### config.mk
export PLATFORM = sky130hd
export DESIGN_NAME = cpt_ram
export DESIGN_NICKNAME = d
export VERILOG_FILES = /design/src/rtl/cpt_ram.sv
export SDC_FILE = /design/constraint.sdc
export NUM_CORES = 1
export LEC_CHECK = 0
export BUFFER_PORTS_ARGS = -buffer_cell sky130_fd_sc_hd__buf_2
export CAP_MARGIN = 30
export CORE_MARGIN = 1.5
export CORE_UTILIZATION = 40
export CTS_CLUSTER_DIAMETER = 30
export DETAILED_ROUTE_END_ITERATION = 12
export HOLD_SLACK_MARGIN = 0.06
export PLACE_DENSITY = 0.61
export SLEW_MARGIN = 10
export SYNTH_ARGS = -nofsm -noshare
export SYNTH_HDL_FRONTEND = slang
export SYNTH_SLANG_ARGS = --single-unit
### constraint.sdc
create_clock -name clock -period 2.4 [get_ports clock]
set_clock_uncertainty 0.05 [all_clocks]
set_input_delay 0 -clock clock [delete_from_list [all_inputs] [get_ports clock]]
set_output_delay 0 -clock clock [all_outputs]
set_load 0.01 [all_outputs]
### src/rtl/cpt_ram.sv
`default_nettype none
module cpt_ram #(
   parameter int WIDTH = 8,
   parameter int DEPTH = 64
) (
   input  wire logic                     clock,
   input  wire logic                     wr_en,
   input  wire logic [$clog2(DEPTH)-1:0] wr_addr,
   input  wire logic [WIDTH-1:0]         wr_data,
   input  wire logic [$clog2(DEPTH)-1:0] rd_addr,
   output logic [WIDTH-1:0]              rd_data
);

   logic [WIDTH-1:0] mem [DEPTH];

   always_ff @(posedge clock) begin
      if (wr_en) begin
         mem[wr_addr] <= wr_data;
      end
      rd_data <= mem[rd_addr];
   end

endmodule
`default_nettype wire

* Word level (Yosys, flattened, before mapping)
Memories as Yosys holds them, arrays and structs flattened. A register that Yosys moved wholly into a read port is not among the register bits.
Cells that the tools add are included.
** Word-level totals
- Bits in writable memories :: 512
- Memories kept :: 1
- Word-level logic and storage cells :: 3
- Input bits :: 22
- Register bits after elaboration :: 0
- Output and inout port bits :: 8
** Cells by class
- Multiplexer cells :: 2
** Memory list
- mem :: depth 64, width 8, read ports 1, clocked after Yosys merged registers in 1, write ports 1, line 14 : logic [WIDTH-1:0] mem [DEPTH];
** Operators with widths (number)
- 2-to-1 mux 1 bit :: 2

* Logic depth before layout (Yosys ltp)
- Depth in word-level cells :: 2
- Mapped depth :: 9
- Depth with buffers taken out :: 5

* Least setup slack after synthesis
OpenSTA, ideal clock, no wires.
- Kind :: reg2reg
- From :: memory mem[29][4]
- To :: register rd_data[4], read port of mem
- Setup slack :: 658 ps
- Buffers on the path :: 0
- Required time :: 2218 ps
- Clock period less this slack :: 1742 ps
- Cell stages (with the launch flop) :: 6
- Arrival :: 1560 ps
- Setup time :: 132 ps
- Cell sequence :: edfxtp_1 > mux4_2 > mux2_2 > o221a_2 > nor3_1 > o32ai_1
** RTL lines
- from (decl) :: line 14
- to (decl) :: line 11 : output logic [WIDTH-1:0] rd_data

==> metrics.txt <==
RePlAce Congestion ~0.81; worst endpoint required time 2.84 ns; Hold Path Depth 3; DRC viols 0; maximum net fanout on the critical path 1; pin count of the biggest net entering global routing 65; Crit Path Category reg2reg; capture point of the worst reg-to-reg path rd_data[6]$_DFF_P_; largest family of logic cells by synthesized area multiplexers; Worst-Skew Late Latency just over 0.6 ns; routed len/inst around 25 um; Worst setup SP type flop; peak supply drop 442 uV; Synth area leaders edfxtp_1 76%, mux4_2 14%, nor2_1 1.5%; post-synthesis register bit count between 500 and 600; H-tree levels 3; Bufs on Longest Clock Path 3; die area slightly above 0.05 mm^2; initial core utilization 0.404; Yosys cell types 40; Synth-to-Final Area Change 23.9%; Post-synth top cells 512 x edfxtp_1, 126 x mux4_2, 83 x nor2_1, 23 x mux2i_1, 19 x nand2_1; hpwl dp approximately 29000 um; Compound-Gate Fraction of Synth Area 0.0207; setup ws final about 0.4 ns; RSZ-0062 raised after global routing false; TNS Setup 0 ns; top cell type's share of synthesized area 0.762; Gate power share 0.042; Detailed Route Iter0 Violations 812; Most used DFF post-synth edfxtp_1; synth warn 0; Layout Nets between 1000 and 1500; Worst Path Arrival about 2.4 ns; Reg area 0.0155 mm^2; router iterations before antenna repair 5; Core Box Area 0.0500 mm^2; Internal around 0.019 W; TritonCTS Sinks 520; WHS Endpoint mem[59][5]$_DFFE_PP_; sequential share of the synthesized area 0.770; postcts setup bufs 0; fillers between 3000 and 4000; clock share of power 0.531; Total GRT Usage 0.189; Simple-Gate Fraction of Synth Area 0.0339; Post-Synthesis Cells 940; Post-synth ARST share 0; final hold vios 0; status finished, final reports clean; first-pass GRT wire length just under 70000 um; Adder-Cell Fraction of Synth Area 0; Final period util 0.831; Relative slew margins 0.384; Worst R2R Setup Slack ~0.41 ns; CTS Root Buffer Type clkbuf_16; switching power just over 0.005 W; mapped cell area ~0.020 mm^2; vias in the first global route between 10000 and 15000; top-count cell post-synth edfxtp_1; FF-to-FF path depth 6; mux contribution to synthesized area 0.159; Flop pwr share 0.427; PortBufs 29; remaining global-route overflow 0; cell accounting for the most synthesized area edfxtp_1; total CTS buffers just under 90; DR vias 10113; Final Critical Period approximately 2 ns; syn avg cell area 21.5 um^2; EDFF count, synth 512; Die X between 200 and 250 um; Power Dens Cells 948 mW/mm^2; Setup crit end kind flop; clock transition at the registers of the reported paths approximately 0.060 ns; XOR/XNOR share of the synthesized area 0; switching share of total power 0.213; worst-margin pin slew around 0.92 ns; DP Worst Slack between 0.04 and 0.05 ns; FMAX ~0.50 GHz; Critical R2R Launch mem[24][6]$_DFFE_PP_; layout cell share with drive strength beyond 1 0.353; die span in y 228 um; Max-cap violations 0; final setup vio count 0; detail-routed via count per cell between 5 and 6; row count 82; initial antenna violation count 2; Resize count post-CTS 0; Leak Pwr slightly above 8 nW; Slew Viols, Final 0; I/O Pins 30; Mapped Nets just under 1000; Hold Crit Start wr_addr[3]; Min-Delay Path Class in2reg; final wirelength between 40000 and 50000 um; Routed Antenna Nets 0; CTS tree done; Multi-input gate area about 0.0043 mm^2
worst max-delay path by stage:
stage | from | endpoint | slack (ns) | cells past startpoint
after detailed placement | rd_addr[0] | rd_data[7]$_DFF_P_ | 0.05 | 6
after CTS | mem[6][7]$_DFFE_PP_ | rd_data[7]$_DFF_P_ | 0.36 | 4
after global placement | rd_addr[0] | rd_data[7]$_DFF_P_ | 0.02 | 6
final | mem[24][6]$_DFFE_PP_ | rd_data[6]$_DFF_P_ | 0.41 | 6
after global routing | mem[29][6]$_DFFE_PP_ | rd_data[6]$_DFF_P_ | 0.30 | 6
after floorplan | mem[29][4]$_DFFE_PP_ | rd_data[4]$_DFF_P_ | 0.66 | 5
state kept, by name (all words and copies together), names as in the netlist:
register / flops
rd_data: 8
mem: 512
routing by layer:
| metal | up-vias | track usage | wire length (um) |
|---|---|---|---|
| met3 | 75 | 0.0400 | 3020 |
| met2 | 346 | 0.307 | 23200 |
| met5 | - | 0 | 13 |
| met1 | 5331 | 0.249 | 19300 |
| met4 | 2 | 0.0741 | 1250 |
| li1 | 4359 | - | - |
per-stage QoR:
stage | std cells | hold WS [ns] | area [um^2] | util | total power, W
final | 1880 | 0.117 | 25000 | 0.500 | 0.0237
after global routing | 1879 | 0.139 | 25000 | 0.500 | 0.0244
after CTS | 1878 | 0.0944 | 25000 | 0.500 | 0.0239
after detailed placement | 1699 | 0.366 | 21800 | 0.436 | 0.0113
after global placement | 1699 | 0.373 | 21800 | 0.436 | 0.0113
after floorplan | 940 | 0.0489 | 20200 | - | 0.0108
repair_timing:
action | 4_1_cts | 5_1_grt
endpoints found under the hold margin | 327 | 0
setup endpoints to repair | 0 | 0
hold buffers | 17 | 0
power by group through the flow:
stage	Sequential, W	Combinational, W	Clock (W)
2_1_floorplan	0.0103	0.000536	0
3_3_place_gp	0.0103	0.000979	0
3_5_place_dp	0.0103	0.000992	0
4_1_cts	0.0101	0.00102	0.0127
5_1_grt	0.0101	0.00107	0.0132
6_report	0.0101	0.000999	0.0126
kinds of logic (layout without fill, tap and decap cells):
kind of cell / after synthesis / after routing
AOI/OAI and AO/OA: 54 / 54
buffers and inverters: 51 / 317
DFF: 520 / 520
muxes: 162 / 162
other: 0 / 2
and+or+nand+nor: 153 / 153
layout make-up:
cell class,count,share of cell area
Antenna cell,2,0.000200
Clock buffer,94,0.0886
Clock inverter,68,0.0323
Multi-Input combinational cell,369,0.173
Sequential cell,520,0.622
Tap cell,672,0.0336
Timing Repair Buffer,155,0.0509
critical path, stage by stage, from the launching register on:
cell and delay (ns):
edfxtp_1 0.36, mux4_2 0.46, mux2_2 0.29, o221a_2 0.28, nor3_1 0.19, buf_4 0.16
o32ai_1 0.08
layout by cell type, fill, tap and decap left out, types with 3 or more instances in the layout:
master,Yosys,routed
nand2b_1,7,7
nand3b_1,3,3
dlygate4sd3_1,0,17
a21oi_1,3,3
o2bb2ai_1,3,3
buf_12,2,10
dfxtp_1,8,8
clkbuf_1,17,6
nor3_1,7,7
edfxtp_1,512,512
nor2_1,83,83
clkbuf_16,0,87
a22oi_1,3,3
nand3_1,13,13
inv_6,0,14
clkinvlp_4,0,15
buf_4,13,101
nand2_1,19,19
nor2b_1,14,14
a221oi_1,6,6
mux2i_1,23,23
o221ai_1,8,8
o2111ai_1,3,3
mux4_2,126,126
buf_2,11,26
o22ai_1,8,8
clkinv_1,0,9
clkinv_2,0,7
a211oi_1,4,4
mux2_2,13,13
bufinv_16,0,13
clkinv_4,0,7
Power figures use the tool's default switching activity.
